$ cat config.mk
export PLATFORM = sky130hd
export DESIGN_NAME = tvam_front
export DESIGN_NICKNAME = d
export VERILOG_FILES = /design/src/tvam_pkg.sv /design/src/tvam_front.sv
export SDC_FILE = /design/constraint.sdc
export NUM_CORES = 2
export LEC_CHECK = 0
export BUFFER_PORTS_ARGS = -buffer_cell sky130_fd_sc_hd__buf_2
export CORE_UTILIZATION = 35
export DETAILED_ROUTE_END_ITERATION = 10
export HOLD_SLACK_MARGIN = 0.06
export SLEW_MARGIN = 20
export SYNTH_ARGS = -nofsm -noshare
export SYNTH_HDL_FRONTEND = slang
export SYNTH_SLANG_ARGS = --single-unit
$ cat constraint.sdc
create_clock -name clk_i -period 22.3 [get_ports clk_i]
set_input_delay 3.345 -clock clk_i [delete_from_list [all_inputs] [get_ports clk_i]]
set_output_delay 3.345 -clock clk_i [all_outputs]
set_load 0.03 [all_outputs]
$ cat src/tvam_pkg.sv
// ----------------------------------------------------------------------------
// tvam_pkg
// Shared types, constants and tables for the thrust vector to actuator map.
// ----------------------------------------------------------------------------
package tvam_pkg;

  localparam int unsigned CordicStepsDef = 16;
  localparam int unsigned AngTabLen      = 24;
  localparam int unsigned QueueDepth     = 2;

  localparam logic [15:0] ThrustKnee = 16'd1562;
  localparam logic signed [31:0] Deg180Q16 = 32'sd11796480;
  localparam logic signed [47:0] Deg90Q28  = 48'sd24159191040;
  localparam logic [16:0] DriveFull = 17'd65536;

  localparam int unsigned AddrW = 6;

  typedef enum logic [2:0] {
    RegRollGain    = 3'd0,
    RegRollOffset  = 3'd1,
    RegPitchGain   = 3'd2,
    RegPitchOffset = 3'd3,
    RegRollLimits  = 3'd4,
    RegPitchLimits = 3'd5,
    RegCubicCoefs  = 3'd6,
    RegLinearCoefs = 3'd7
  } reg_idx_e;

  typedef struct packed {
    logic signed [15:0] force_x;
    logic signed [15:0] force_y;
    logic signed [15:0] force_z;
  } req_t;

  typedef struct packed {
    logic signed [15:0] roll_angle;
    logic signed [15:0] pitch_angle;
    logic        [16:0] valve_drive;
    logic        [15:0] total_thrust;
  } rsp_t;

  // Classified request handed from front to back.
  typedef struct packed {
    logic [33:0]        sq;       // sum of squares
    logic signed [16:0] roll_num;
    logic signed [16:0] roll_den;
    logic signed [16:0] pitch_num;
    logic signed [16:0] pitch_den;
  } job_t;

  typedef struct packed {
    logic signed [15:0] roll_gain;
    logic signed [15:0] roll_offset;
    logic signed [15:0] pitch_gain;
    logic signed [15:0] pitch_offset;
    logic        [31:0] roll_limits;
    logic        [31:0] pitch_limits;
    logic        [63:0] cubic_coefs;
    logic        [31:0] linear_coefs;
  } cfg_t;

  function automatic logic signed [31:0] atan_q16(input logic [4:0] i);
    logic signed [31:0] r;
    case (i)
      5'd0: r = 32'sd2949120;  5'd1: r = 32'sd1740967; 5'd2: r = 32'sd919879;
      5'd3: r = 32'sd466945;   5'd4: r = 32'sd234379;  5'd5: r = 32'sd117266;
      5'd6: r = 32'sd58665;    5'd7: r = 32'sd29335;   5'd8: r = 32'sd14668;
      5'd9: r = 32'sd7334;     5'd10: r = 32'sd3667;   5'd11: r = 32'sd1833;
      5'd12: r = 32'sd917;     5'd13: r = 32'sd458;    5'd14: r = 32'sd229;
      5'd15: r = 32'sd115;     5'd16: r = 32'sd57;     5'd17: r = 32'sd29;
      5'd18: r = 32'sd14;      5'd19: r = 32'sd7;      5'd20: r = 32'sd4;
      5'd21: r = 32'sd2;       5'd22: r = 32'sd1;
      default: r = 32'sd0;
    endcase
    return r;
  endfunction

endpackage

$ cat src/tvam_front.sv
// ----------------------------------------------------------------------------
// tvam_front
// Accept a request, register it, form squares and angle operands.
// ----------------------------------------------------------------------------
module tvam_front import tvam_pkg::*; (
  input  logic clk_i,
  input  logic rst_ni,
  input  logic in_valid_i,
  output logic in_stall_o,
  input  req_t in_req_i,
  output logic job_valid_o,
  input  logic job_stall_i,
  output job_t job_o
);

  // stage 1: capture request
  logic s1_valid_q;
  req_t s1_q;
  // stage 2: squares
  logic s2_valid_q;
  logic [31:0] sqx_q, sqy_q, sqz_q;
  req_t s2_q;
  logic s3_valid_q;
  job_t job_q;

  logic adv3, adv2, adv1;
  assign adv3 = !s3_valid_q || !job_stall_i;
  assign adv2 = !s2_valid_q || adv3;
  assign adv1 = !s1_valid_q || adv2;
  assign in_stall_o = !adv1;

  always_ff @(posedge clk_i or negedge rst_ni) begin
    if (!rst_ni) begin
      s1_valid_q <= 1'b0;
      s2_valid_q <= 1'b0;
      s3_valid_q <= 1'b0;
    end else begin
      if (adv1) s1_valid_q <= in_valid_i;
      if (adv2) s2_valid_q <= s1_valid_q;
      if (adv3) s3_valid_q <= s2_valid_q;
    end
  end

  always_ff @(posedge clk_i) begin
    if (adv1 && in_valid_i) s1_q <= in_req_i;
    if (adv2 && s1_valid_q) begin
      s2_q  <= s1_q;
      sqx_q <= 32'(s1_q.force_x * s1_q.force_x);
      sqy_q <= 32'(s1_q.force_y * s1_q.force_y);
      sqz_q <= 32'(s1_q.force_z * s1_q.force_z);
    end
    if (adv3 && s2_valid_q) begin
      job_q.sq        <= 34'(sqx_q) + 34'(sqy_q) + 34'(sqz_q);
      job_q.roll_num  <= -17'(s2_q.force_y);
      job_q.roll_den  <= 17'(s2_q.force_z);
      job_q.pitch_num <= 17'(s2_q.force_x);
      job_q.pitch_den <= 17'(s2_q.force_z);
    end
  end

  assign job_valid_o = s3_valid_q;
  assign job_o       = job_q;

endmodule

==> results.md <==
- Status: complete, no violations
- Die ar.: 109,000 sq um
- CP max FO: 21
- Synth warn: 0
- Critical path class: flip-flop to flip-flop
- Die width: 329 microns
- Final setup vio count: 0
- Worst-margin pin slew: 1020 ps
- Worst-Skew Late Latency: 610 ps
- IO Pins: 156
- Max Root-Sink Buffers: 3
- Slew Viols, Final: 0
- WP data required: 22,640 ps
- GR Util met2: 0.268
- Tmin final: 7370 ps
- Cell Rows: 119
- Final WL: 83,700 microns
- Antenna diode count: 0
- Most Crowded Layer GR: met2
- Post-synthesis mux area share: 0.000800
- Syn Inst Count: 3,533
- Clock root cell: clkbuf_16
- Post-Synth Adder-Cell Area: 0.493
- Detailed-route wire length per cell: 16.5 microns
- Total GRT Usage: 0.162
- Hold Crit Class: flip-flop to flip-flop
- Total negative slack: 0 ps
- Primary FF master, synth: edfxtp_1
- Initial drt markers: 1,176
- Post-synthesis async set-or-reset flop share: 0.0110
- Hpwl dp: 67,500 microns
- Num CTS Buffers: 38
- Avg Inst Size Synth: 10.6 sq um
- Max Cap Violations: 0
- XOR/XNOR Fraction of Synth Area: 0.0406
- Critical Path Source Type: flip-flop
- Number of flops mapped to enable cells by yosys: 269
- IO buf count: 155
- Cell Area, Synth: 37,500 sq um
- Layout cells sized above 1: 0.0732
- First-pass GRT wire length: 136,000 microns
- Simple-Gate Fraction of Synth Area: 0.0824
- Combinational family with the most area after synthesis: adder cells
- Most frequent cells in the layout: inv_1 (962), fa_1 (734), ha_1 (304), edfxtp_1 (269), nand2_1 (265)
- Number of synthesized register bits: 272
- Grt met3 use: 0.0283
- Initial antenna violation count: 3
- Vias in the first global route: 25,279
- Worst EP arrival: 7710 ps
- First-pass DRT Iterations: 5
- Clock-pin slew on the worst setup and hold paths: 60 ps
- Starting Density: 0.355
- Die H: 329 microns
- Core area: 106,000 sq um
- DRT antenna net count: 0
- Synthesis-to-finish area growth: 9.31%
- Pin count of the biggest net entering global routing: 75
- Nets: 4,749
- Met1 usage: 0.220
- Postcts setup bufs: 0
- Via count: 23,456
- Netlist cell types: 72
- CTS tree: done
- CTS Hold Bufs: 0
- Drt via density: 4.62
- # H-tree levels: 2
- Compound-Gate Fraction of Synth Area: 0.0590
- Post_cts resized: 0
- Hold Fails Final Rpt: 0
- Clock Skew: 17.0 ps
- Nature of the critical path endpoint: flip-flop
- Most common cell after layout, fill and taps aside: inv_1
- Global route overflow: 0
- Post-route clock period utilization: 0.330
- Max Fclk: 136 MHz
- Routability cong.: 0.859
- Seq/Total Area, Yosys: 0.217
- DRC viols: 0
- RSZ-0062 raised after global routing: no
- Clock Sink Count: 272
- Max_slew headroom: 0.317
-- worst max-delay path, cell delays in order, from the launching register on --
cell      delay, ps
edfxtp_1        810
inv_1           500
nor2_1          340
fa_1            610
fa_1            900
fa_1            530
fa_1            510
fa_1            500
inv_1            50
fa_1            470
inv_1            40
ha_1            350
and3_1          200
and2_1          180
nand4_1         140
a311oi_1        580
a211o_1         210
a21oi_1          70
xnor2_1         120
-- path summary, 6_finish.rpt --
path                               start          end  slack, ps  depth (start not counted)
worst min register to register  s2_q[39]    job_o[24]        420                          0
max in group asynchronous         rst_ni  job_valid_o      19670                          1
worst min-delay path            s2_q[39]    job_o[24]        420                          0
min in group asynchronous         rst_ni   s1_valid_q       2530                          1
worst max register to register  s1_q[31]    sqy_q[31]      14930                         18
worst max-delay path            s1_q[31]    sqy_q[31]      14930                         18
-- area by class of cell --
type	count	area (sq um)
clock inverters	25	254
repair buffers	173	911
flip-flops and latches	272	8150
inverters	963	3610
well taps	1391	1740
multi-input cells	2211	25400
clock buffers	43	970
fillers	10433	64800
-- registers in the layout, summed over array words and instances (netlist names) --
name,cells
job_o,83
sqy_q,31
s2_valid_q,1
s2_q,45
sqx_q,31
sqz_q,31
job_valid_o,1
s1_q,48
s1_valid_q,1
-- per-stage QoR --
stage	setup slack (ps)	area, sq um	hold slack (ps)	std cells	utilization
after floorplan	12310	37500	400	3535	-
after global placement	14950	39800	402	5010	0.376
after detailed placement	14940	39800	405	5010	0.376
after CTS	14930	41000	418	5078	0.388
after global routing	14400	41000	421	5078	0.388
final	14930	41000	418	5078	0.388
-- synthesized netlist by cell type (4+ instances only) --
library cell,n,area [sq um]
nand2_1,265,995
a21o_1,49,368
nor4_1,6,37.5
nand3_1,18,90.1
ha_1,304,3800
a211oi_1,15,113
edfxtp_1,269,8080
a21oi_1,87,435
clkbuf_1,69,259
nand4_1,5,31.3
nor2_1,157,589
buf_4,19,143
or2_2,8,50.1
xor2_1,32,280
o21ai_0,52,260
xnor2_1,142,1240
or3_1,9,56.3
a41o_1,4,40.0
o211ai_1,9,67.6
nand3b_1,4,30.0
a31oi_1,6,37.5
and2_1,118,738
fa_1,734,14700
o21bai_1,22,165
nor2b_1,14,87.6
inv_1,962,3610
nor3_1,18,90.1
o21a_1,19,143
nand2b_1,27,169
and3_1,12,75.1
a31o_2,13,114
-- metal layers --
layer  up-vias  share of wire  wire length [microns]
met5         -        0.00012                     10
met4         2          0.021                   1750
met1     11842           0.45                  37500
met2       499           0.48                  39800
li1      11017              -                      -
met3        96          0.056                   4690
-- logic make-up (layout without fill, tap and decap cells) --
kind of cell / count (synthesis) / in the layout
compound gates: 325 / 325
buf+inv: 1052 / 1204
other cells: 1 / 3
simple gates: 668 / 668
flops: 272 / 272
mux: 3 / 3
fa+ha+maj: 1038 / 1038
xor+xnor: 174 / 174
Power is not shown: default switching activity piles up to over one toggle a cycle in this logic, so the estimate is an artifact.
