## config.mk

```make
export PLATFORM = sky130hd
export DESIGN_NAME = tvam_queue
export DESIGN_NICKNAME = d
export VERILOG_FILES = /design/src/tvam_pkg.sv /design/src/tvam_queue.sv
export SDC_FILE = /design/constraint.sdc
export NUM_CORES = 1
export LEC_CHECK = 0
export BUFFER_PORTS_ARGS = -buffer_cell sky130_fd_sc_hd__buf_4
export CAP_MARGIN = 30
export CORE_MARGIN = 2
export CORE_UTILIZATION = 49
export CTS_BUF_LIST = sky130_fd_sc_hd__clkbuf_8
export DETAILED_ROUTE_END_ITERATION = 8
export PLACE_DENSITY = 0.79
export SYNTH_ARGS = -nofsm -noshare
export SYNTH_HDL_FRONTEND = slang
export SYNTH_SLANG_ARGS = --single-unit
```

## constraint.sdc

```tcl
create_clock -name clk_i -period 5.7 [get_ports clk_i]
set_clock_uncertainty 0.15 [all_clocks]
set_input_delay 0.855 -clock clk_i [delete_from_list [all_inputs] [get_ports clk_i]]
set_output_delay 0.855 -clock clk_i [all_outputs]
set_load 0.02 [all_outputs]
```

## src/tvam_pkg.sv

```systemverilog
// ----------------------------------------------------------------------------
// tvam_pkg
// Shared types, constants and tables for the thrust vector to actuator map.
// ----------------------------------------------------------------------------
package tvam_pkg;

  localparam int unsigned CordicStepsDef = 16;
  localparam int unsigned AngTabLen      = 24;
  localparam int unsigned QueueDepth     = 2;

  localparam logic [15:0] ThrustKnee = 16'd1562;
  localparam logic signed [31:0] Deg180Q16 = 32'sd11796480;
  localparam logic signed [47:0] Deg90Q28  = 48'sd24159191040;
  localparam logic [16:0] DriveFull = 17'd65536;

  localparam int unsigned AddrW = 6;

  typedef enum logic [2:0] {
    RegRollGain    = 3'd0,
    RegRollOffset  = 3'd1,
    RegPitchGain   = 3'd2,
    RegPitchOffset = 3'd3,
    RegRollLimits  = 3'd4,
    RegPitchLimits = 3'd5,
    RegCubicCoefs  = 3'd6,
    RegLinearCoefs = 3'd7
  } reg_idx_e;

  typedef struct packed {
    logic signed [15:0] force_x;
    logic signed [15:0] force_y;
    logic signed [15:0] force_z;
  } req_t;

  typedef struct packed {
    logic signed [15:0] roll_angle;
    logic signed [15:0] pitch_angle;
    logic        [16:0] valve_drive;
    logic        [15:0] total_thrust;
  } rsp_t;

  // Classified request handed from front to back.
  typedef struct packed {
    logic [33:0]        sq;       // sum of squares
    logic signed [16:0] roll_num;
    logic signed [16:0] roll_den;
    logic signed [16:0] pitch_num;
    logic signed [16:0] pitch_den;
  } job_t;

  typedef struct packed {
    logic signed [15:0] roll_gain;
    logic signed [15:0] roll_offset;
    logic signed [15:0] pitch_gain;
    logic signed [15:0] pitch_offset;
    logic        [31:0] roll_limits;
    logic        [31:0] pitch_limits;
    logic        [63:0] cubic_coefs;
    logic        [31:0] linear_coefs;
  } cfg_t;

  function automatic logic signed [31:0] atan_q16(input logic [4:0] i);
    logic signed [31:0] r;
    case (i)
      5'd0: r = 32'sd2949120;  5'd1: r = 32'sd1740967; 5'd2: r = 32'sd919879;
      5'd3: r = 32'sd466945;   5'd4: r = 32'sd234379;  5'd5: r = 32'sd117266;
      5'd6: r = 32'sd58665;    5'd7: r = 32'sd29335;   5'd8: r = 32'sd14668;
      5'd9: r = 32'sd7334;     5'd10: r = 32'sd3667;   5'd11: r = 32'sd1833;
      5'd12: r = 32'sd917;     5'd13: r = 32'sd458;    5'd14: r = 32'sd229;
      5'd15: r = 32'sd115;     5'd16: r = 32'sd57;     5'd17: r = 32'sd29;
      5'd18: r = 32'sd14;      5'd19: r = 32'sd7;      5'd20: r = 32'sd4;
      5'd21: r = 32'sd2;       5'd22: r = 32'sd1;
      default: r = 32'sd0;
    endcase
    return r;
  endfunction

endpackage

```

## src/tvam_queue.sv

```systemverilog
// ----------------------------------------------------------------------------
// tvam_queue
// Short FIFO decoupling the front from the back.
// ----------------------------------------------------------------------------
module tvam_queue import tvam_pkg::*; #(
  parameter int unsigned Depth = QueueDepth
) (
  input  logic clk_i,
  input  logic rst_ni,
  input  logic wr_valid_i,
  output logic wr_stall_o,
  input  job_t wr_i,
  output logic rd_valid_o,
  input  logic rd_stall_i,
  output job_t rd_o
);

  localparam int unsigned PtrW = (Depth > 1) ? $clog2(Depth) : 1;

  job_t mem_q [Depth];
  logic [PtrW-1:0] wp_q, rp_q;
  logic [PtrW:0]   cnt_q;
  logic wr, rd;

  assign wr_stall_o = (cnt_q == (PtrW+1)'(Depth));
  assign rd_valid_o = (cnt_q != '0);
  assign wr = wr_valid_i && !wr_stall_o;
  assign rd = rd_valid_o && !rd_stall_i;
  assign rd_o = mem_q[rp_q];

  function automatic logic [PtrW-1:0] inc(input logic [PtrW-1:0] p);
    return (p == PtrW'(Depth - 1)) ? '0 : p + 1'b1;
  endfunction

  always_ff @(posedge clk_i or negedge rst_ni) begin
    if (!rst_ni) begin
      wp_q <= '0; rp_q <= '0; cnt_q <= '0;
    end else begin
      if (wr) wp_q <= inc(wp_q);
      if (rd) rp_q <= inc(rp_q);
      cnt_q <= cnt_q + (PtrW+1)'(wr) - (PtrW+1)'(rd);
    end
  end

  always_ff @(posedge clk_i) begin
    if (wr) mem_q[wp_q] <= wr_i;
  end

endmodule

```

==> results.cfg, run 1 <==
[layout]
final_util = 0.660
syn_to_final_growth_pct = 31.9
fin_nets = 684
post_route_cells_drive_above_1_share = 0.598
num_antenna_cells = 0
final_common_cell = buf_4
mostFrequentLayoutCells = buf_4 (213), edfxtp_1 (204), mux2_2 (102), clkbuf_8 (37), inv_1 (21)

[clock_tree]
post_cts_buffers = 0
htreeDepth = 2
worstSkewPairLatency_ns = 0.49
clock_path_buffers = 3
clkSlewWorstSetupHoldPaths_ns = 0.06
cts-root-buf = clkbuf_8
cts_tree = yes
numCtsBuffers = 35
cts-resized-gates = 0
clock-sinks = 208

[worst_setup_path]
crit_path_start_kind = register
r2r_start = cnt_q[1]$_DFF_PN0_
reg2reg_to = mem_q[0][36]$_DFFE_PP_
cp.arrival_ns = 2.63
cp-end-kind = output pin
crit_required_ns = 4.70
rrSetupSlack_ns = 3.24
r2r_cells = 4
crit_fanout = 64
path_class = reg -> out

[placement]
gp_congestion = 0.732
io_buffer_count = 209
hpwl_mm = 9.04

[timing]
tightest_slew_ns = 0.874
hold_viol_final = 0
tns_ns = 0
slew_violations = 0
period_minus_slack_ns = 3.64
finalSetupViolations = 0
min_period_over_period = 0.638
max_freq_ghz = 0.275
rsz0062_at_grt = false
relSlewSlack = 0.418

[power]
p_per_area_nw_per_um2 = 523
leakage_nw = 3.83
finalPower_mw = 5.23
peakVddDrop_mv = 0.380

[min_path]
min_to = cnt_q[1]$_DFF_PN0_
hold_class = reg -> reg
worstHoldStart = cnt_q[1]$_DFF_PN0_
min_delay_path_depth = 1

[global_routing]
grtUsageTotal = 0.168
overflow = 0
grt_pass1_wl_mm = 21.1
grt_pass1_vias = 4233
grt_max_degree = 74
antenna_found_initial = 0

[drt]
dr.max_layer_used = met4
drt-initial-drc-count = 187
vias = 3914
drc = 0
finalWirelength_mm = 14.2
met3WireLength_mm = 1.25
dr_wl_met2_mm = 7.34
routedLengthMet1_mm = 5.31
ant_nets = 0
first_pass_iters = 6
wl_per_cell_um = 18.1
viasPerCell = 4.97

[die]
floorplan.initialDensity = 0.500
ios = 210
die_width_um = 128
fp.dieArea_um2 = 16500
dieHeight_um = 128
core_region_area_um2 = 15100
row_count = 45

[synthesis]
synth_seq_area_share = 0.822
synth.avg_cell_area_um2 = 22.6
synth_fp_nets = 443
ys_ff_latch = 208
syn_area_um2 = 7580
yosys.cell_types.count = 16
synthCells = 335
ys_warn_count = 0

[run]
max_cap_viol_count = 0

[run_status]
status = complete, no violations
power by group:
| group | internal (mW) | leakage (nW) | total [mW] | switching [mW] |
|---|---|---|---|---|
| logic | 0.840 | 1.50 | 1.80 | 0.956 |
| clock network | 0.640 | 0.390 | 1.17 | 0.534 |
| registers | 2.09 | 1.94 | 2.26 | 0.164 |
sequential cells by signal, summed over array words and instances (netlist names):
| name | flops |
|---|---|
| rp_q | 1 |
| cnt_q | 2 |
| wp_q | 1 |
| mem_q | 204 |
routing by layer:
layer  vias up  track usage
met5         -            0
met4         0       0.0608
met3        31       0.0674
met2       155        0.294
met1      1909        0.186
li1       1819            -
critical path, cell delays in order, from the launching register on:
cell	delay [ns]
dfrtp_4	0.96
buf_4	0.58
mux2_2	0.41
buf_4	0.16
Yosys cell counts:
| cell | n | area (um2) |
|---|---|---|
| and3_1 | 1 | 6.26 |
| nor2_1 | 1 | 3.75 |
| mux2_2 | 102 | 1150 |
| nand2_1 | 1 | 3.75 |
| xnor2_1 | 3 | 26.3 |
| xor2_1 | 1 | 8.76 |
| buf_2 | 3 | 15.0 |
| ha_1 | 2 | 25.0 |
| buf_6 | 7 | 78.8 |
| buf_4 | 1 | 7.51 |
| nand2b_1 | 1 | 6.26 |
| edfxtp_1 | 204 | 6130 |
| dfrtp_1 | 4 | 100 |
| or2_2 | 1 | 6.26 |
| and2b_1 | 1 | 7.51 |
| inv_1 | 2 | 7.51 |
cell families (layout without fill, tap and decap cells):
kind of cell,count (synthesis),in the layout,share of synthesized area
xor+xnor,4,4,0.00462
simple gates,6,6,0.00446
fa+ha+maj,2,2,0.00330
mux,102,102,0.152
buf+inv,13,278,0.0144
flops,208,208,0.822
worst max-delay path by stage:
stage	start	slack [ns]	end	depth (start not counted)
floorplan	wr_valid_i	1.51	mem_q[0][0]$_DFFE_PP_	2
global placement	rp_q$_DFFE_PN0P_	2.52	rd_o[88]	3
detailed placement	rp_q$_DFFE_PN0P_	2.52	rd_o[95]	3
CTS	rp_q$_DFFE_PN0P_	1.96	rd_o[80]	3
global route	rp_q$_DFFE_PN0P_	1.86	rd_o[95]	3
finish	rp_q$_DFFE_PN0P_	2.06	rd_o[94]	3
layout make-up:
cell class              count  area, um2
clock buffers              37        509
clock inverters            24        118
inverters                   2       7.51
repair buffers            215       1640
multi-input cells         114       1250
fillers                  1044       5150
well taps                 188        235
flip-flops and latches    208       6230
per-stage QoR:
stage	cells	hold WS [ns]	area [um2]	setup slack [ns]
after CTS	787	0.353	9960	1.96
after detailed placement	725	0.340	9330	2.52
after global placement	725	0.331	9330	2.52
after global routing	788	0.353	9990	1.86
final	788	0.349	9990	2.06
after floorplan	335	0.310	7580	1.51
timing repair:
item	in CTS	in global routing
hold endpoints to repair	4	0
setup endpoints to repair	0	0
hold buffers	1	0
(Power assumes the default switching activity.)
==> run 2, diff against run 1 <==
--- a/config.mk
+++ b/config.mk
@@ -5,13 +5,14 @@
 export SDC_FILE = /design/constraint.sdc
 export NUM_CORES = 1
 export LEC_CHECK = 0
+export ABC_AREA = 1
 export BUFFER_PORTS_ARGS = -buffer_cell sky130_fd_sc_hd__buf_4
 export CAP_MARGIN = 30
 export CORE_MARGIN = 2
 export CORE_UTILIZATION = 49
 export CTS_BUF_LIST = sky130_fd_sc_hd__clkbuf_8
 export DETAILED_ROUTE_END_ITERATION = 8
-export PLACE_DENSITY = 0.79
+export PLACE_DENSITY = 0.78
 export SYNTH_ARGS = -nofsm -noshare
 export SYNTH_HDL_FRONTEND = slang
 export SYNTH_SLANG_ARGS = --single-unit
==> constraint.sdc (replaced) <==
create_clock -name clk_i -period 3.1 [get_ports clk_i]
set_clock_uncertainty 0.15 [all_clocks]
set_input_delay 0.465 -clock clk_i [delete_from_list [all_inputs] [get_ports clk_i]]
set_output_delay 0.465 -clock clk_i [all_outputs]
set_load 0.02 [all_outputs]
==> run 2 against run 1 <==
Effect of this change:
- synthesized cell count increased by 69%
- largest cell class unchanged
- area after synthesis increased by 1.5%
- utilization increased by 6.3 points
- cell area increased by 10%
- clock power increased by 79%
- die area increased by 1.5%
- final cell count increased by 43%
- critical path type unchanged
- sequential share of layout area decreased by 5.9 points
- global-route usage increased by 3.7 points
==> results.cfg, run 2 <==
[timing]
hold_viol_final = 0
tightest_slew_ns = 0.526
slew_violations = 0
period_minus_slack_ns = 2.46
fin_ws_ns = 0.640
rsz0062_at_grt = false
min_period_over_period = 0.793
finalSetupViolations = 0
tns_ns = 0
max_freq_ghz = 0.407
relSlewSlack = 0.650

[synthesis]
ys_ff_latch = 208
synth_area_leaders = edfxtp_1 (80%), nand2_1 (16%), dfrtp_1 (1.3%)
synth_top_cell_by_area = edfxtp_1
synth_seq_area_share = 0.809
synth_edf_count = 204
synth.avg_cell_area_um2 = 13.6
async_reset_ff_frac = 0.0192
netlist.area_leader.share = 0.796
ys_warn_count = 0
yosys.cell_types.count = 11
syn_area_um2 = 7690
synthCells = 567
synth.most_common_cell = nand2_1
synthTopCellsByCount = nand2_1 (319), edfxtp_1 (204), inv_1 (10)
ys.flop_type = edfxtp_1
synth_fp_nets = 675

[min_path]
worstHoldStart = wr_i[45]
hold_class = in -> reg

[die]
floorplan.initialDensity = 0.504
ios = 210
dieHeight_um = 129
core_region_area_um2 = 15300
die_width_um = 129
row_count = 45
fp.dieArea_um2 = 16700

[worst_setup_path]
cp.arrival_ns = 1.84
worstPathCellList = clkinv_2 > buf_4 > nand2_1 > nand2_1 > buf_4
path_class = reg -> out
r2r_start = cnt_q[0]$_DFF_PN0_
critPathTopFamily = buffers and inverters
crit_start = rp_q$_DFFE_PN0P_
crit_required_ns = 2.48
crit_path_max_incr_delay_ns = 0.47
cp-end-kind = output pin
crit_path_start_kind = register
rrSetupSlack_ns = 1.28
path_buf_inv = 3
crit_fanout = 35
crit_slowest_cell = dfrtp_4

[clock_tree]
cts_tree = yes
cts-resized-gates = 0
clock_path_buffers = 3
numCtsBuffers = 35
clock-sinks = 208
htreeDepth = 2
clkSlewWorstSetupHoldPaths_ns = 0.06
cts-root-buf = clkbuf_8
worstSkewPairLatency_ns = 0.48
post_cts_buffers = 0

[drt]
drc = 0
finalWirelength_mm = 17.4
ant_nets = 0
wl_per_cell_um = 15.4
drt-initial-drc-count = 305
vias = 5364
viasPerCell = 4.76
first_pass_iters = 5

[layout]
ff_latch_area_um2 = 6230
final_common_cell = nand2_1
num_antenna_cells = 0
final_util = 0.723
post_route_cells_drive_above_1_share = 0.286
largestRegisters = mem_q: 204 flops, cnt_q: 2 flops
multi_input_area_um2 = 1250
fin_nets = 1001
instances_no_fill = 1128
fill_cells = 932
mostFrequentLayoutCells = nand2_1 (319), buf_4 (213), edfxtp_1 (204), dlygate4sd3_1 (95), clkbuf_8 (37)
syn_to_final_growth_pct = 43.4
largest_register_ffs = 204
regMostFlops = mem_q

[run]
max_cap_viol_count = 0

[placement]
hpwl_mm = 9.81
gp_congestion = 0.748
placed_cells = 971
io_buffer_count = 209
place_ws_ns = 0.760

[global_routing]
antenna_found_initial = 0
grt_pass1_wl_mm = 26.6
overflow = 0
grt_pass1_vias = 5594
grt_max_degree = 104
grtUsageTotal = 0.205

[power]
p_per_area_nw_per_um2 = 918
finalPower_mw = 10.1
leakage_nw = 4.78
peakVddDrop_mv = 0.697

[run_status]
status = complete, no violations
[run 2: final cells by class]
class / count / area share
Clock buffer: 37 / 0.0462
Clock inverter: 24 / 0.00862
Inverter: 11 / 0.00420
Multi-Input combinational cell: 325 / 0.113
Sequential cell: 208 / 0.565
Tap cell: 211 / 0.0239
Timing Repair Buffer: 312 / 0.239
[run 2: path summary, 6_finish.rpt]
check / cells past startpoint / to
max in group asynchronous: 2 / rp_q$_DFFE_PN0P_
setup reg to reg: 5 / mem_q[1][68]$_DFFE_PP_
setup / recovery: 5 / rd_o[89]
hold / removal: 1 / mem_q[1][45]$_DFFE_PP_
min in group asynchronous: 2 / cnt_q[1]$_DFF_PN0_
hold reg to reg: 2 / wp_q$_DFFE_PN0P_
[run 2: metal layers]
metal,routed length (um),vias to the layer above,track usage
met1,6550,2531,0.230
met4,442,0,0.0850
li1,-,2556,-
met5,0,-,0
met3,1270,41,0.0615
met2,9160,236,0.366
[run 2: kinds of logic (layout without fill, tap and decap cells)]
family | Yosys count | count (layout) | synth area share
adders and majority gates | 2 | 2 | 0.00325
buffers and inverters | 34 | 384 | 0.0294
DFF | 208 | 208 | 0.809
and+or+nand+nor | 323 | 323 | 0.158
[run 2: metrics by stage]
step                hold slack [ns]  instance area [um2]
detailed placement            0.116                 9450
finish                       0.0375                11000
floorplan                    0.0194                 7700
CTS                        0.000900                11000
global route                0.00325                11000
global placement              0.114                 9450
[run 2: worst register-to-register path: cells and delay by family (launching register included)]
kind	cells	cell delay [ns]
buffers and inverters	2	0.52
and+or+nand+nor	3	0.40
DFF	1	0.36
[run 2: repair_timing]
| item | 4_1_cts | 5_1_grt |
|---|---|---|
| setup endpoints to repair | 0 | 0 |
| hold endpoints to repair | 183 | 4 |
| hold buffers | 92 | 3 |
[run 2: where the power goes]
group	total (mW)	internal [mW]	switching, mW	leakage, nW
combinational	4.04	1.47	2.58	2.48
clock	2.10	1.10	0.997	0.362
sequential	3.99	3.84	0.149	1.94
total	10.1	6.40	3.72	4.78
