==> config.mk <==
export PLATFORM = sky130hd
export DESIGN_NAME = tvam_regs
export DESIGN_NICKNAME = d
export VERILOG_FILES = /design/src/tvam_pkg.sv /design/src/tvam_regs.sv
export SDC_FILE = /design/constraint.sdc
export NUM_CORES = 1
export LEC_CHECK = 0
export ABC_AREA = 1
export BUFFER_PORTS_ARGS = -buffer_cell sky130_fd_sc_hd__buf_2
export CAP_MARGIN = 20
export CORE_UTILIZATION = 45
export DETAILED_ROUTE_END_ITERATION = 8
export GPL_TIMING_DRIVEN = 1
export PLACE_DENSITY = 0.73
export SYNTH_ARGS = -nofsm -noshare
export SYNTH_HDL_FRONTEND = slang
export SYNTH_SLANG_ARGS = --single-unit
==> constraint.sdc <==
create_clock -name clk_i -period 2.6 [get_ports clk_i]
set_clock_uncertainty 0.05 [all_clocks]
set_input_delay 0.26 -clock clk_i [delete_from_list [all_inputs] [get_ports clk_i]]
set_output_delay 0.26 -clock clk_i [all_outputs]
set_load 0.01 [all_outputs]
==> src/tvam_pkg.sv <==
// ----------------------------------------------------------------------------
// tvam_pkg
// Shared types, constants and tables for the thrust vector to actuator map.
// ----------------------------------------------------------------------------
package tvam_pkg;

  localparam int unsigned CordicStepsDef = 16;
  localparam int unsigned AngTabLen      = 24;
  localparam int unsigned QueueDepth     = 2;

  localparam logic [15:0] ThrustKnee = 16'd1562;
  localparam logic signed [31:0] Deg180Q16 = 32'sd11796480;
  localparam logic signed [47:0] Deg90Q28  = 48'sd24159191040;
  localparam logic [16:0] DriveFull = 17'd65536;

  localparam int unsigned AddrW = 6;

  typedef enum logic [2:0] {
    RegRollGain    = 3'd0,
    RegRollOffset  = 3'd1,
    RegPitchGain   = 3'd2,
    RegPitchOffset = 3'd3,
    RegRollLimits  = 3'd4,
    RegPitchLimits = 3'd5,
    RegCubicCoefs  = 3'd6,
    RegLinearCoefs = 3'd7
  } reg_idx_e;

  typedef struct packed {
    logic signed [15:0] force_x;
    logic signed [15:0] force_y;
    logic signed [15:0] force_z;
  } req_t;

  typedef struct packed {
    logic signed [15:0] roll_angle;
    logic signed [15:0] pitch_angle;
    logic        [16:0] valve_drive;
    logic        [15:0] total_thrust;
  } rsp_t;

  // Classified request handed from front to back.
  typedef struct packed {
    logic [33:0]        sq;       // sum of squares
    logic signed [16:0] roll_num;
    logic signed [16:0] roll_den;
    logic signed [16:0] pitch_num;
    logic signed [16:0] pitch_den;
  } job_t;

  typedef struct packed {
    logic signed [15:0] roll_gain;
    logic signed [15:0] roll_offset;
    logic signed [15:0] pitch_gain;
    logic signed [15:0] pitch_offset;
    logic        [31:0] roll_limits;
    logic        [31:0] pitch_limits;
    logic        [63:0] cubic_coefs;
    logic        [31:0] linear_coefs;
  } cfg_t;

  function automatic logic signed [31:0] atan_q16(input logic [4:0] i);
    logic signed [31:0] r;
    case (i)
      5'd0: r = 32'sd2949120;  5'd1: r = 32'sd1740967; 5'd2: r = 32'sd919879;
      5'd3: r = 32'sd466945;   5'd4: r = 32'sd234379;  5'd5: r = 32'sd117266;
      5'd6: r = 32'sd58665;    5'd7: r = 32'sd29335;   5'd8: r = 32'sd14668;
      5'd9: r = 32'sd7334;     5'd10: r = 32'sd3667;   5'd11: r = 32'sd1833;
      5'd12: r = 32'sd917;     5'd13: r = 32'sd458;    5'd14: r = 32'sd229;
      5'd15: r = 32'sd115;     5'd16: r = 32'sd57;     5'd17: r = 32'sd29;
      5'd18: r = 32'sd14;      5'd19: r = 32'sd7;      5'd20: r = 32'sd4;
      5'd21: r = 32'sd2;       5'd22: r = 32'sd1;
      default: r = 32'sd0;
    endcase
    return r;
  endfunction

endpackage

==> src/tvam_regs.sv <==
// ----------------------------------------------------------------------------
// tvam_regs
// APB register file holding calibration, limits and valve law coefficients.
// ----------------------------------------------------------------------------
module tvam_regs import tvam_pkg::*; (
  input  logic             clk_i,
  input  logic             rst_ni,
  input  logic             psel,
  input  logic             penable,
  input  logic             pwrite,
  input  logic [AddrW-1:0] paddr,
  input  logic [63:0]      pwdata,
  output logic [63:0]      prdata,
  output logic             pready,
  output cfg_t             cfg_o
);

  cfg_t cfg_q;
  logic [2:0] idx;

  assign idx    = paddr[AddrW-1:3];
  assign pready = 1'b1;
  assign cfg_o  = cfg_q;

  always_ff @(posedge clk_i or negedge rst_ni) begin
    if (!rst_ni) begin
      cfg_q.roll_gain    <= 16'sd4096;
      cfg_q.roll_offset  <= '0;
      cfg_q.pitch_gain   <= 16'sd4096;
      cfg_q.pitch_offset <= '0;
      cfg_q.roll_limits  <= 32'h5A00_0000;
      cfg_q.pitch_limits <= 32'h5A00_0000;
      cfg_q.cubic_coefs  <= '0;
      cfg_q.linear_coefs <= '0;
    end else if (psel && penable && pwrite && paddr[2:0] == 3'd0) begin
      case (reg_idx_e'(idx))
        RegRollGain:    cfg_q.roll_gain    <= pwdata[15:0];
        RegRollOffset:  cfg_q.roll_offset  <= pwdata[15:0];
        RegPitchGain:   cfg_q.pitch_gain   <= pwdata[15:0];
        RegPitchOffset: cfg_q.pitch_offset <= pwdata[15:0];
        RegRollLimits:  cfg_q.roll_limits  <= pwdata[31:0];
        RegPitchLimits: cfg_q.pitch_limits <= pwdata[31:0];
        RegCubicCoefs:  cfg_q.cubic_coefs  <= pwdata;
        RegLinearCoefs: cfg_q.linear_coefs <= pwdata[31:0];
        default: ;
      endcase
    end
  end

  always_comb begin
    prdata = '0;
    if (paddr[2:0] == 3'd0) begin
      case (reg_idx_e'(idx))
        RegRollGain:    prdata = {48'd0, cfg_q.roll_gain};
        RegRollOffset:  prdata = {48'd0, cfg_q.roll_offset};
        RegPitchGain:   prdata = {48'd0, cfg_q.pitch_gain};
        RegPitchOffset: prdata = {48'd0, cfg_q.pitch_offset};
        RegRollLimits:  prdata = {32'd0, cfg_q.roll_limits};
        RegPitchLimits: prdata = {32'd0, cfg_q.pitch_limits};
        RegCubicCoefs:  prdata = cfg_q.cubic_coefs;
        RegLinearCoefs: prdata = {32'd0, cfg_q.linear_coefs};
        default:        prdata = '0;
      endcase
    end
  end

endmodule

==> results of run 1 <==
-- worst min-delay path, cell delays in order --
cell and delay, ns:
sky130_fd_sc_hd__buf_2 0.08, sky130_fd_sc_hd__inv_1 0.10, sky130_fd_sc_hd__o21ai_1 0.15
-- worst paths after layout --
path | start | to | slack (ns) | depth (start not counted)
worst max-delay path | paddr[5] | prdata[5] | 0.32 | 7
worst min-delay path | pwdata[9] | cfg_o[169] | 0.04 | 3
worst max register to register | cfg_o[124] | cfg_o[124] | 1.76 | 2
worst min register to register | cfg_o[121] | cfg_o[121] | 0.43 | 2
max in group asynchronous | rst_ni | cfg_o[10] | 1.38 | 3
min in group asynchronous | rst_ni | cfg_o[67] | 0.18 | 2
-- power by group through the flow --
stage | clock network, mW | logic [mW] | registers (mW)
floorplan | 0 | 0.322 | 3.91
global placement | 0 | 0.818 | 3.86
detailed placement | 0 | 0.832 | 3.86
CTS | 3.63 | 0.893 | 3.80
global route | 3.76 | 0.985 | 3.83
finish | 3.57 | 0.892 | 3.81
-- synthesized netlist by cell type --
library cell	number	area, um2
sky130_fd_sc_hd__clkbuf_1	33	123.9
sky130_fd_sc_hd__inv_2	4	15.01
sky130_fd_sc_hd__nor2_4	2	22.52
sky130_fd_sc_hd__buf_1	4	15.01
sky130_fd_sc_hd__nor2_1	113	424.2
sky130_fd_sc_hd__inv_1	51	191.4
sky130_fd_sc_hd__nand3_2	1	10.01
sky130_fd_sc_hd__nand4_1	77	481.7
sky130_fd_sc_hd__inv_4	1	6.260
sky130_fd_sc_hd__nor3_4	2	32.53
sky130_fd_sc_hd__buf_6	3	33.78
sky130_fd_sc_hd__dfrtp_1	214	5355
sky130_fd_sc_hd__a21oi_1	16	80.08
sky130_fd_sc_hd__o21ai_1	136	680.7
sky130_fd_sc_hd__buf_4	8	60.06
sky130_fd_sc_hd__nand3_1	36	180.2
sky130_fd_sc_hd__nand2_2	4	25.02
sky130_fd_sc_hd__buf_2	47	235.2
sky130_fd_sc_hd__o21ai_0	88	440.4
sky130_fd_sc_hd__dfstp_2	10	262.8
sky130_fd_sc_hd__nor3_1	2	10.01
sky130_fd_sc_hd__conb_1	1	3.750
sky130_fd_sc_hd__nand2_1	440	1652
-- cells by family (layout without fill, tap and decap cells) --
group / Yosys count / in the layout
compound gates: 240 / 240
simple gates: 677 / 677
other cells: 1 / 4
buf+inv: 151 / 544
flops: 224 / 224
-- final cells by class --
class	instances	share of cell area
Clock inverter	12	0.01105
Tap cell	285	0.02603
Multi-Input combinational cell	918	0.2956
Antenna cell	3	0.0005480
Sequential cell	224	0.4101
Timing Repair Buffer	444	0.1914
Clock buffer	32	0.04968
Inverter	56	0.01553
-- timing repair --
action	4_1_cts	5_1_grt
hold buffers	49	0
buffers inserted	0	0
endpoints found under the hold margin	126	0
-- metal layers --
layer  up-vias  global-route usage  share of wire
met5         -                   0              0
met4         0              0.1357          0.042
met3       101             0.05609          0.080
met2       520              0.4749           0.46
met1      5038              0.4004           0.42
li1       4986                   -              -
==> impl.org, run 1 <==
** Final layout
- Relative to the synthesized area, the layout overhead comes to 32.47%.
- Number of nets at the end of the flow :: 1743
- Counting the fill cells in the layout gives approximately 2000.
- Finished layout cell area :: approximately 14000 um2
- Top library cells by usage in the layout, fill and taps aside :: 439 x sky130_fd_sc_hd__nand2_1, 361 x sky130_fd_sc_hd__buf_2, 214 x sky130_fd_sc_hd__dfrtp_1
- In the final layout, the share of cells above drive strength 1 is 0.2734.
- Once layout is complete, the cells apart from fillers number between 1500 and 2000.
- Multi-input gate area :: 4050 um2
- Most frequent standard cell in the layout excluding fill and tap cells :: sky130_fd_sc_hd__nand2_1
- Across the whole layout, storage elements account for between 5000 and 6000 um2.
- The register with the most flip-flops in the layout has 224 of them.
- Utilization of the core after routing :: 0.6069

** Logic synthesis
- Combinational family with the most area after synthesis :: simple AND/OR/NAND/NOR gates
- Mean post-synth cell area :: 7.998 um2
- Of the total synthesized cell area, the portion taken by AND, OR, NAND and NOR gates is 0.2744.
- The cell area that synthesis handed to floorplanning was roughly 10000 um2.
- Post-synthesis share of cell area spent on xor and xnor gates :: 0
- Of the total synthesized cell area, the portion taken by full adders, half adders and majority gates is 0.
- For this run, the register share of the synthesized area comes to 0.5433.
- Number of different library cells in the post-synthesis netlist :: 23
- Flip-flop and latch count after synthesis :: 224
- Synth Area in Compound Gates :: 0.1162
- Of the post-synthesis cell area, the part taken by muxes is 0.
- Cell count after synthesis :: approximately 1300
- The Yosys step of the flow raised 0 warnings.
- When the netlist entered floorplanning its net count stood at roughly 1400.

** Timing
- Setup repair after global routing left no endpoint under its margin.
- Rel. slew slack :: 0.5144
- Counting I/O delays and the setup requirement, the final critical path takes roughly 2.3 ns.
- Highest clock rate :: 439.3 MHz
- The max-slew violation count is 0.
- TNS Setup :: 0 ns
- Least-Margin Pin Slew :: 0.7277 ns
- Final worst-path setup slack :: 0.3234 ns
- Setup violations remaining at the end of the flow were counted as 0.
- Hold slack final :: approximately 0.035 ns
- Final Hold Fails :: 0
- Post-route fraction of the period consumed by the critical path :: 0.8756

** Clock tree
- After clock tree synthesis, the clock-pin slew on the worst setup and hold paths is ~0.070 ns.
- Clock buffers created by TritonCTS :: 24
- Clk sink count :: between 200 and 250
- Post-cts resize count :: 0
- At the later pin of the worst-skew pair, clock insertion delay measures approximately 0.53 ns.
- TritonCTS built the clock tree.
- Buffers from clock root to sink, at most :: 3
- H-tree depth :: 1
- The tree is rooted in a sky130_fd_sc_hd__clkbuf_16.

** Setup path
- At the worst endpoint, the arrival time is 1.97 ns.
- Of all nets on the critical path, the largest fanout is 19.
- Required time at the worst-slack endpoint :: between 2 and 2.5 ns
- WP buf/inv :: 4
- Type of destination of the critical path :: primary output
- Cell chain of the critical path :: buf_2, inv_2, nand2_1, buf_4, o21ai_0, a21oi_1, buf_2
- Most numerous cell on the critical path :: sky130_fd_sc_hd__buf_2
- Among all stages on the critical path, the largest delay is contributed by sky130_fd_sc_hd__buf_2.
- Largest stage delay on the critical path :: approximately 0.31 ns
- The kind of cell with the highest combined delay along the critical path is buffers and inverters.
- By startpoint and endpoint, the worst setup path is classified as in -> out.
- Category of the worst setup path launch point :: input port

** Power and ir drop
- Sequential fraction of design power :: 0.460
- Combinational power share :: 0.108
- Of the total power, the clock network draws 0.432.
- Power density of the placed cells :: 603.9 nW/um2
- Cell internal power was estimated by the tool at between 6 and 7 mW.
- Highest ir drop seen on vdd :: 0.5212 mV
- In this run the static leakage power is between 7 and 8 nW.
- Of the total power, the share spent switching nets is 0.2591.
- Switch Pwr :: between 2 and 2.5 mW
- The design draws approximately 8.3 mW.

** Routing
- After the first detailed-routing iteration, the DRC count stood at 938.
- Summed over all layers, the routed wires come to approximately 36000 um.
- Dividing the detail-routed via count by the number of cells gives 5.393.
- Number of optimization iterations in the first detailed-route pass :: 9
- Avg WL per Cell :: around 18 um
- For this run, design rule violations remaining after detail routing come to 2.
- Post-route antenna net violation count :: 0
- Summing over every cut layer, the via total after detailed routing is between 10000 and 15000.

** Floorplan
- Starting density of the core :: 0.4581
- The die is 153.6 um tall.
- Die outline area :: about 24000 um2
- Placeable core region :: about 23000 um2
- Width of the die :: ~150 um
- Number of primary I/O pins :: 364
- Standard-cell row count :: between 50 and 60

** Global route
- Global router's overall resource usage :: 0.2995
- For this run the aggregate overflow at the end of global routing stands at 0.
- The first global-routing pass estimated around 56000 um of wire.
- The number of global-route vias before repair came to approximately 10000.
- Largest net degree at the start of global routing :: 100
- Antenna violations before repair :: 4

** Run status
- The final reports fail on design-rule violations.
- Outcome :: finished with violations

** Worst hold path
- Path category of the worst min-delay check :: in -> reg

** Place
- Post-Place Worst Slack :: around 0.42 ns
- The placed instances occupy a cell area of approximately 12000 um2.
- Port Buffer Count :: about 360
- Detailed placement finished with a half-perimeter wire length of roughly 24000 um.
- The congestion estimate from routability-driven global placement came to 0.8695.
- Including well taps, the total number of placed cells is roughly 1900.

** Job
- Number of max-cap violations :: 0
(Power assumes the default switching activity.)
==> run 2, diff against run 1 <==
ABC_AREA = unset   (was 1)
CELL_PAD_IN_SITES_DETAIL_PLACEMENT = 0   (was unset)
CELL_PAD_IN_SITES_GLOBAL_PLACEMENT = 2   (was unset)
CORE_UTILIZATION = 34   (was 45)
PLACE_DENSITY = unset   (was 0.73)
PLACE_DENSITY_LB_ADDON = 0.1   (was unset)
==> run 2 against run 1 <==
Net effect:
- the run now ends clean
- critical path depth is 2 lower
- design area is 2.5% higher
- combinational power is 4.1% higher
- synthesized cell count is 41% lower
- area after synthesis is 2.0% lower
- clock power is 3% higher
- first-iteration DRC count is 65% lower
- non-clock buffer count is 12 higher
- core utilization is 12 points lower
- via count is 25% lower
- final cell count is 19% lower
- critical endpoint is now prdata[15]
- largest power group unchanged
==> impl.org, run 2 <==
** Routing
- Across all layers, the routed design uses 7983 vias.
- The detail route stage leaves a number of antenna-violating nets equal to 0.
- The detailed router finished its first iteration with between 300 and 400 violations.
- After detailed routing, the average wire length per cell comes to 21.86 um.
- The first TritonRoute pass finished after 4 iterations.
- For this block, the routed nets add up to about 35000 um of wire.
- DRC Markers :: 0
- After detailed routing, the number of vias per cell comes to 4.989.

** Logic synthesis
- Among all flip-flop cells after synthesis, the most frequent one is sky130_fd_sc_hd__dfrtp_1.
- Top cells by area in the synthesized netlist :: sky130_fd_sc_hd__dfrtp_1 53%, sky130_fd_sc_hd__mux2_2 22%, sky130_fd_sc_hd__mux2_1 3.0%, sky130_fd_sc_hd__dfstp_2 2.6%, sky130_fd_sc_hd__and3_1 2.5%
- After synthesis the cells add up to 10130 um2.
- Flip-flop and latch count after synthesis :: roughly 220
- Cell count after synthesis :: ~770
- In the synthesized netlist the async set-or-reset flop fraction comes to 1.000.
- Post-synth EDFFs :: 0
- Ranked by instance count, the synthesized netlist is headed by 214 x sky130_fd_sc_hd__dfrtp_1, 202 x sky130_fd_sc_hd__mux2_2, 46 x sky130_fd_sc_hd__nand2_1, 40 x sky130_fd_sc_hd__and3_1, 32 x sky130_fd_sc_hd__nor2_1.
- The Yosys step of the flow raised 0 warnings.
- Sequential area share after synthesis :: 0.5545
- The synthesized netlist contains 34 unique library cells.
- Cell accounting for the most synthesized area :: sky130_fd_sc_hd__dfrtp_1
- Mean post-synth cell area :: approximately 13 um2
- The share of synthesized area in the top cell type comes to 0.5286.
- Among all cell types in the netlist, the one instantiated most often is sky130_fd_sc_hd__dfrtp_1.
- When the netlist entered floorplanning its net count stood at around 840.

** Floorplan
- Placeable core region :: around 29000 um2
- Die outline area :: approximately 30000 um2
- From left edge to right edge, the die measures about 170 um.
- During I/O placement, the number of pins put on the boundary was 364.
- Die Y :: 174.6 um
- The floorplan has 62 rows.
- Starting density of the core :: 0.3492

** Clock tree
- Clock latency on the worst-skew pair :: between 0.5 and 0.6 ns
- TritonCTS built the clock tree.
- Clock tree synthesis inserted a total of 26 buffers.
- The clock net in this run drives a total of 224 sinks.
- Root buffer cell :: sky130_fd_sc_hd__clkbuf_16
- CTS built an H-tree with a depth of 1.
- After clock tree synthesis, the clock-pin slew on the worst setup and hold paths is about 0.060 ns.
- Buffers from clock root to sink, at most :: 3

** Final layout
- Fill cells in the final layout number approximately 2700.
- Most frequent standard cell in the layout excluding fill and tap cells :: sky130_fd_sc_hd__buf_2
- Compared with the post-synthesis result, the final layout area differs by 38.67%.
- At the end of the flow the core is filled with cells to 0.4842.
- Post-layout instance count excluding filler cells :: 1600
- Top library cells by usage in the layout, fill and taps aside :: 360 x sky130_fd_sc_hd__buf_2, 214 x sky130_fd_sc_hd__dfrtp_1, 202 x sky130_fd_sc_hd__mux2_2
- The register with the most flip-flops in the layout has roughly 220 of them.
- Share of cells above drive strength 1 :: 0.5572
- For this run, the post-layout net count is between 1000 and 1500.

** Setup path
- Largest stage delay on the critical path :: 0.39 ns
- Worst-path maximum fanout :: 3
- In this run the worst setup path begins at cfg_o[47].
- Cell chain of the critical path :: mux2_2, a22o_1, a211oi_1, nor2_1, buf_2
- Worst Setup Path Type :: reg -> out
- R2R cell count :: 1
- Category of the worst setup path launch point :: flip-flop
- Type of destination of the critical path :: primary output
- Critical-path top delay cell :: sky130_fd_sc_hd__dfrtp_1
- Across all register-to-register paths, the minimum setup slack is approximately 1.7 ns.
- Required time at the worst-slack endpoint :: ~2.3 ns
- Destination of the worst register-to-register timing path :: cfg_o[48]
- For the worst setup path, the data arrival time is approximately 1.9 ns.
- The worst register-to-register path begins at cfg_o[48].

** Global route
- The number of antenna violations at the first check in global routing is 1.
- Total overflow reported by the global router :: 0
- The first global-routing pass estimated 53120 um of wire.
- Global router's overall resource usage :: 0.2287
- Via count of the first global-routing pass :: ~8400
- Largest net degree at the start of global routing :: 86

** Run status
- Outcome :: finished, final reports clean

** Timing
- Final number of max-transition violations :: 0
- Setup violations remaining at the end of the flow were counted as 0.
- TNS Setup :: 0 ns
- Unrepaired setup endpoints after global routing :: no
- Counting I/O delays and the setup requirement, the final critical path takes around 2.2 ns.
- Final worst-path setup slack :: 0.3654 ns
- Highest clock rate :: roughly 450 MHz
- The final number of hold-violating endpoints is 0.
- Least-Margin Pin Slew :: slightly below 0.7 ns
- Rel. slew slack :: 0.5399
- Post-route fraction of the period consumed by the critical path :: 0.8595

** Power and ir drop
- The worst-case IR drop observed on VDD is just over 0.5 mV.
- Summed over all cells, the static leakage comes to between 7 and 8 nW.
- Power spread over the standard cell area amounts to between 500 and 600 nW/um2.
- Total Power :: ~8.4 mW

** Place
- Sum of net half-perimeters after detailed placement :: around 25000 um
- Port Buffer Count :: around 360
- Post-Place Worst Slack :: 0.3321 ns
- DP Cell Count :: 1500
- Routability-driven placement finished with a final weighted congestion of just under 0.8.

** Worst hold path
- Hold path startpoint :: pwdata[1]
- Counting instances, the worst hold path has a depth of 2.
- Capture endpoint of the worst hold path :: cfg_o[193]
- Path category of the worst min-delay check :: in -> reg

** Job
- Max-cap violations in this run came to 0.
[run 2: cell types whose count changed after synthesis, moves of 18 or more]
cell,change
sky130_fd_sc_hd__mux2_1,+27
sky130_fd_sc_hd__nand2_1,-394
sky130_fd_sc_hd__and3_1,+40
sky130_fd_sc_hd__inv_1,-51
sky130_fd_sc_hd__nand3_1,-33
sky130_fd_sc_hd__buf_2,-24
sky130_fd_sc_hd__nand4_1,-77
sky130_fd_sc_hd__nor2_1,-81
sky130_fd_sc_hd__mux2i_1,+18
sky130_fd_sc_hd__mux2_2,+202
sky130_fd_sc_hd__o21ai_1,-136
sky130_fd_sc_hd__a22o_1,+20
sky130_fd_sc_hd__o21ai_0,-72
[run 2: worst max path at each step]
stage | end | depth (start not counted)
floorplan | prdata[10] | 6
CTS | prdata[15] | 5
global route | prdata[3] | 8
finish | prdata[15] | 5
global placement | cfg_o[217] | 8
detailed placement | cfg_o[79] | 7
[run 2: metal layers]
metal,share of wire,track usage,wire length (um),vias to the layer above
met2,0.47,0.3745,16340,279
met5,0,0,0,-
met4,0.032,0.06920,1113,0
met3,0.061,0.04939,2141,54
met1,0.44,0.3032,15390,3987
li1,-,-,-,3663
[run 2: final cells by class]
cell class              count  area [um2]  share of cell area
diodes                      1       2.502           0.0001781
clock buffers              42       822.0             0.05851
clock inverters             5       50.05            0.003563
inverters                   1       3.754           0.0002672
multi-input cells         487        4287              0.3051
flip-flops and latches    224        5618              0.3999
well taps                 384       480.5             0.03420
repair buffers            456        2785              0.1983
[run 2: timing repair]
item                      4_1_cts  5_1_grt
buffers inserted                0        0
hold endpoints to repair      178        0
gates resized for setup         0        0
hold buffers                   52        0
[run 2: worst max-delay path, delay by kind of cell, from the launching register on]
kind	cells	cell delay, ns
AOI/OAI and AO/OA	2	0.49
DFF	1	0.39
muxes	1	0.27
buffers and inverters	1	0.16
and+or+nand+nor	1	0.08
[run 2: through the flow]
stage / hold slack [ns] / cell area [um2]
2_1_floorplan: -0.08559 / 10130
3_3_place_gp: 0.2796 / 12650
3_5_place_dp: 0.2803 / 12650
4_1_cts: 0.0005295 / 14050
5_1_grt: 0.01938 / 14050
6_report: 0.02185 / 14050
[run 2: report_power, final]
| group | total [mW] | switching [mW] | internal (mW) |
|---|---|---|---|
| registers | 3.79 | 0.131 | 3.66 |
| clock network | 3.66 | 1.42 | 2.24 |
| logic | 0.929 | 0.508 | 0.422 |
| total | 8.38 | 2.06 | 6.33 |
[run 2: kinds of logic (layout without fill, tap and decap cells)]
| logic type | after synthesis | count (layout) | synth area share |
|---|---|---|---|
| mux | 255 | 255 | 0.2901 |
| flops | 224 | 224 | 0.5545 |
| simple gates | 135 | 135 | 0.06546 |
| other cells | 1 | 2 | 0.0003702 |
| compound gates | 96 | 96 | 0.06410 |
| buf+inv | 58 | 504 | 0.02544 |
==> run 3, diff against run 2 <==
CORE_MARGIN = 2   (was unset)
==> run 3 against run 2 <==
Net effect:
- total power rose by 1.2%
- clock-buffer cell count fell by 6
- critical endpoint unchanged
- core utilization decreased by 0.91 points
==> impl.org, run 3 (synthesis gave the netlist of run 2 again) <==
** Run status
- The run finished with clean final reports.

** Final layout
- Area growth from synthesis to layout :: 38.25%
- After the last flow step, the layout net total stands at 1269.
- The library cell used most frequently in the layout, excluding fill and tap cells, is sky130_fd_sc_hd__buf_2.
- Layout filler cell count :: 2814
- Flip-flop count of the largest register after layout :: around 220
- Top library cells by usage in the layout, fill and taps aside :: 360 x sky130_fd_sc_hd__buf_2, 214 x sky130_fd_sc_hd__dfrtp_1, 202 x sky130_fd_sc_hd__mux2_2
- Post-layout instance count excluding filler cells :: between 1500 and 2000
- Share of cells above drive strength 1 :: 0.5577
- Utilization of the core after routing :: 0.4751

** Floorplan
- From bottom edge to top edge, the die measures roughly 180 um.
- The initialized floorplan defines between 60 and 70 standard-cell rows.
- Measured along the x axis, the die boundary spans between 150 and 200 um.
- Die outline area :: ~31000 um2
- The region available for standard cell placement spans roughly 30000 um2.
- Number of primary I/O pins :: 364
- For this configuration, the core starts out at a cell density of 0.3436.

** Setup path
- Counting cells, the worst reg-to-reg path comes to 1.
- Category of the worst setup path launch point :: flip-flop
- Required time at the worst-slack endpoint :: about 2.3 ns
- Worst-path maximum fanout :: 3
- The setup path with the least slack is of type reg -> out.
- Type of destination of the critical path :: primary output
- Arrival time reported for the critical path endpoint :: 1.99 ns
- In this run the register-to-register setup slack is between 1.5 and 2 ns.

** Job
- Number of max-cap violations :: 0

** Clock tree
- TritonCTS built the clock tree.
- The clock drives 224 sinks.
- Clock latency on the worst-skew pair, taken at its later pin, is 0.51 ns.
- H-tree depth :: 1
- After clock tree synthesis, the clock-pin slew on the worst setup and hold paths is roughly 0.070 ns.
- No sink is reached through more buffers than the 3 on the longest clock path.
- Clock tree synthesis selected as its root buffer the cell sky130_fd_sc_hd__clkbuf_16.
- Clock buffers created by TritonCTS :: 26
- Post-CTS repair changed the size of 0 cells.

** Global route
- Entering global routing, the biggest net connects 82 pins.
- Global router's overall resource usage :: 0.2225
- Total overflow reported by the global router :: 0
- Via count of the first global-routing pass :: roughly 8100
- First-pass GRT wire length :: approximately 52000 um
- Antenna violations before repair :: 2

** Routing
- The first TritonRoute pass finished after 5 iterations.
- Summing over every cut layer, the via total after detailed routing is between 8000 and 9000.
- The count of nets left with antenna violations once routing finished came out at 0.
- Post-detailed-route via-to-cell ratio :: approximately 5
- Drt first-iter violations :: 347
- DRC Markers :: 0
- Overall routed net length :: approximately 36000 um
- Avg WL per Cell :: 22.22 um

** Power and ir drop
- Highest ir drop seen on vdd :: around 0.38 mV
- Reported leakage power :: between 7 and 8 nW
- Overall power consumption after layout is estimated at 8.485 mW.
- Of the total power, combinational logic draws 0.109.
- The analysis attributes to net switching a power of approximately 2.1 mW.
- Share of total power consumed by net switching :: 0.2478
- Sequential fraction of design power :: 0.447
- Power density of the placed cells :: roughly 610 nW/um2
- Internal power of the cells :: 6.382 mW
- Fraction of power consumed by the clock network :: 0.443

** Timing
- Final Hold Fails :: 0
- The tightest hold path in the finished design has a slack of 0.01291 ns.
- Based on the critical path, the design can be clocked at up to between 400 and 500 MHz.
- Setup repair after global routing left no endpoint under its margin.
- Of the available clock period, the critical path in the final layout requires 0.8844.
- The worst path in the final design needs a cycle of about 2.3 ns, including I/O delays and setup.
- Adding up every negative setup slack in the final design gives 0 ns.
- At the pin with the least slew margin, the transition time is slightly below 0.7 ns.
- Setup violations remaining at the end of the flow were counted as 0.
- Final number of max-transition violations :: 0
- Rel. slew slack :: 0.5501

** Worst hold path
- The worst hold path passes through 2 cells.
- Path category of the worst min-delay check :: in -> reg

** Place
- The wire-length estimate of the detail-placed layout is approximately 25000 um.
- At the end of routability-driven placement, the weighted congestion stood at about 0.75.
- Port Buffer Count :: around 360
- DP Cell Count :: roughly 1500
[run 3: metrics by stage]
step	setup slack (ns)	area [um2]
after global routing	0.1643	14010
after global placement	0.3462	12600
after CTS	0.2379	14000
after detailed placement	0.3022	12600
after floorplan	0.6739	10130
final	0.3005	14010
[run 3: timing repair]
action	4_1_cts	5_1_grt
hold buffers	52	0
endpoints found under the hold margin	167	0
buffers inserted	0	0
[run 3: cell type report]
cell class                 instances  area (um2)  share of cell area
antenna                            2       5.005           0.0003573
clock buffer                      36       749.5             0.05351
multi-input combinational        487        4287              0.3061
inverter                           1       3.754           0.0002680
tap                              390       488.0             0.03484
sequential                       224        5618              0.4011
clock inverter                    12       135.1            0.009648
timing repair buffer             454        2720              0.1942
[run 3: path summary, 6_finish.rpt]
path | start | to
worst max-delay path | cfg_o[47] | prdata[15]
worst min-delay path | pwdata[2] | cfg_o[194]
worst max register to register | cfg_o[206] | cfg_o[206]
worst min register to register | cfg_o[111] | cfg_o[111]
max in group asynchronous | rst_ni | cfg_o[153]
min in group asynchronous | rst_ni | cfg_o[84]
[run 3: critical path, cell delays in order (launching register included)]
cell and delay (ns):
sky130_fd_sc_hd__dfrtp_1 0.39, sky130_fd_sc_hd__mux2_2 0.27, sky130_fd_sc_hd__a22o_1 0.24, sky130_fd_sc_hd__a211oi_1 0.27, sky130_fd_sc_hd__nor2_1 0.13, sky130_fd_sc_hd__buf_2 0.16
[run 3: layer usage]
| layer | share of wire | GRT usage | wire [um] | up-vias |
|---|---|---|---|---|
| met5 | 0 | 0 | 0 | - |
| met4 | 0.022 | 0.05337 | 796 | 0 |
| met3 | 0.072 | 0.05004 | 2570 | 38 |
| met2 | 0.48 | 0.3664 | 17070 | 296 |
| met1 | 0.43 | 0.2987 | 15250 | 4023 |
| li1 | - | - | - | 3681 |
[run 3: power groups by stage]
stage | Sequential, mW | Clock (mW) | Combinational (mW)
5_1_grt | 3.82 | 4.02 | 1.01
3_5_place_dp | 3.86 | 0 | 0.880
3_3_place_gp | 3.85 | 0 | 0.876
6_report | 3.79 | 3.76 | 0.928
4_1_cts | 3.80 | 3.87 | 0.946
2_1_floorplan | 3.91 | 0 | 0.300
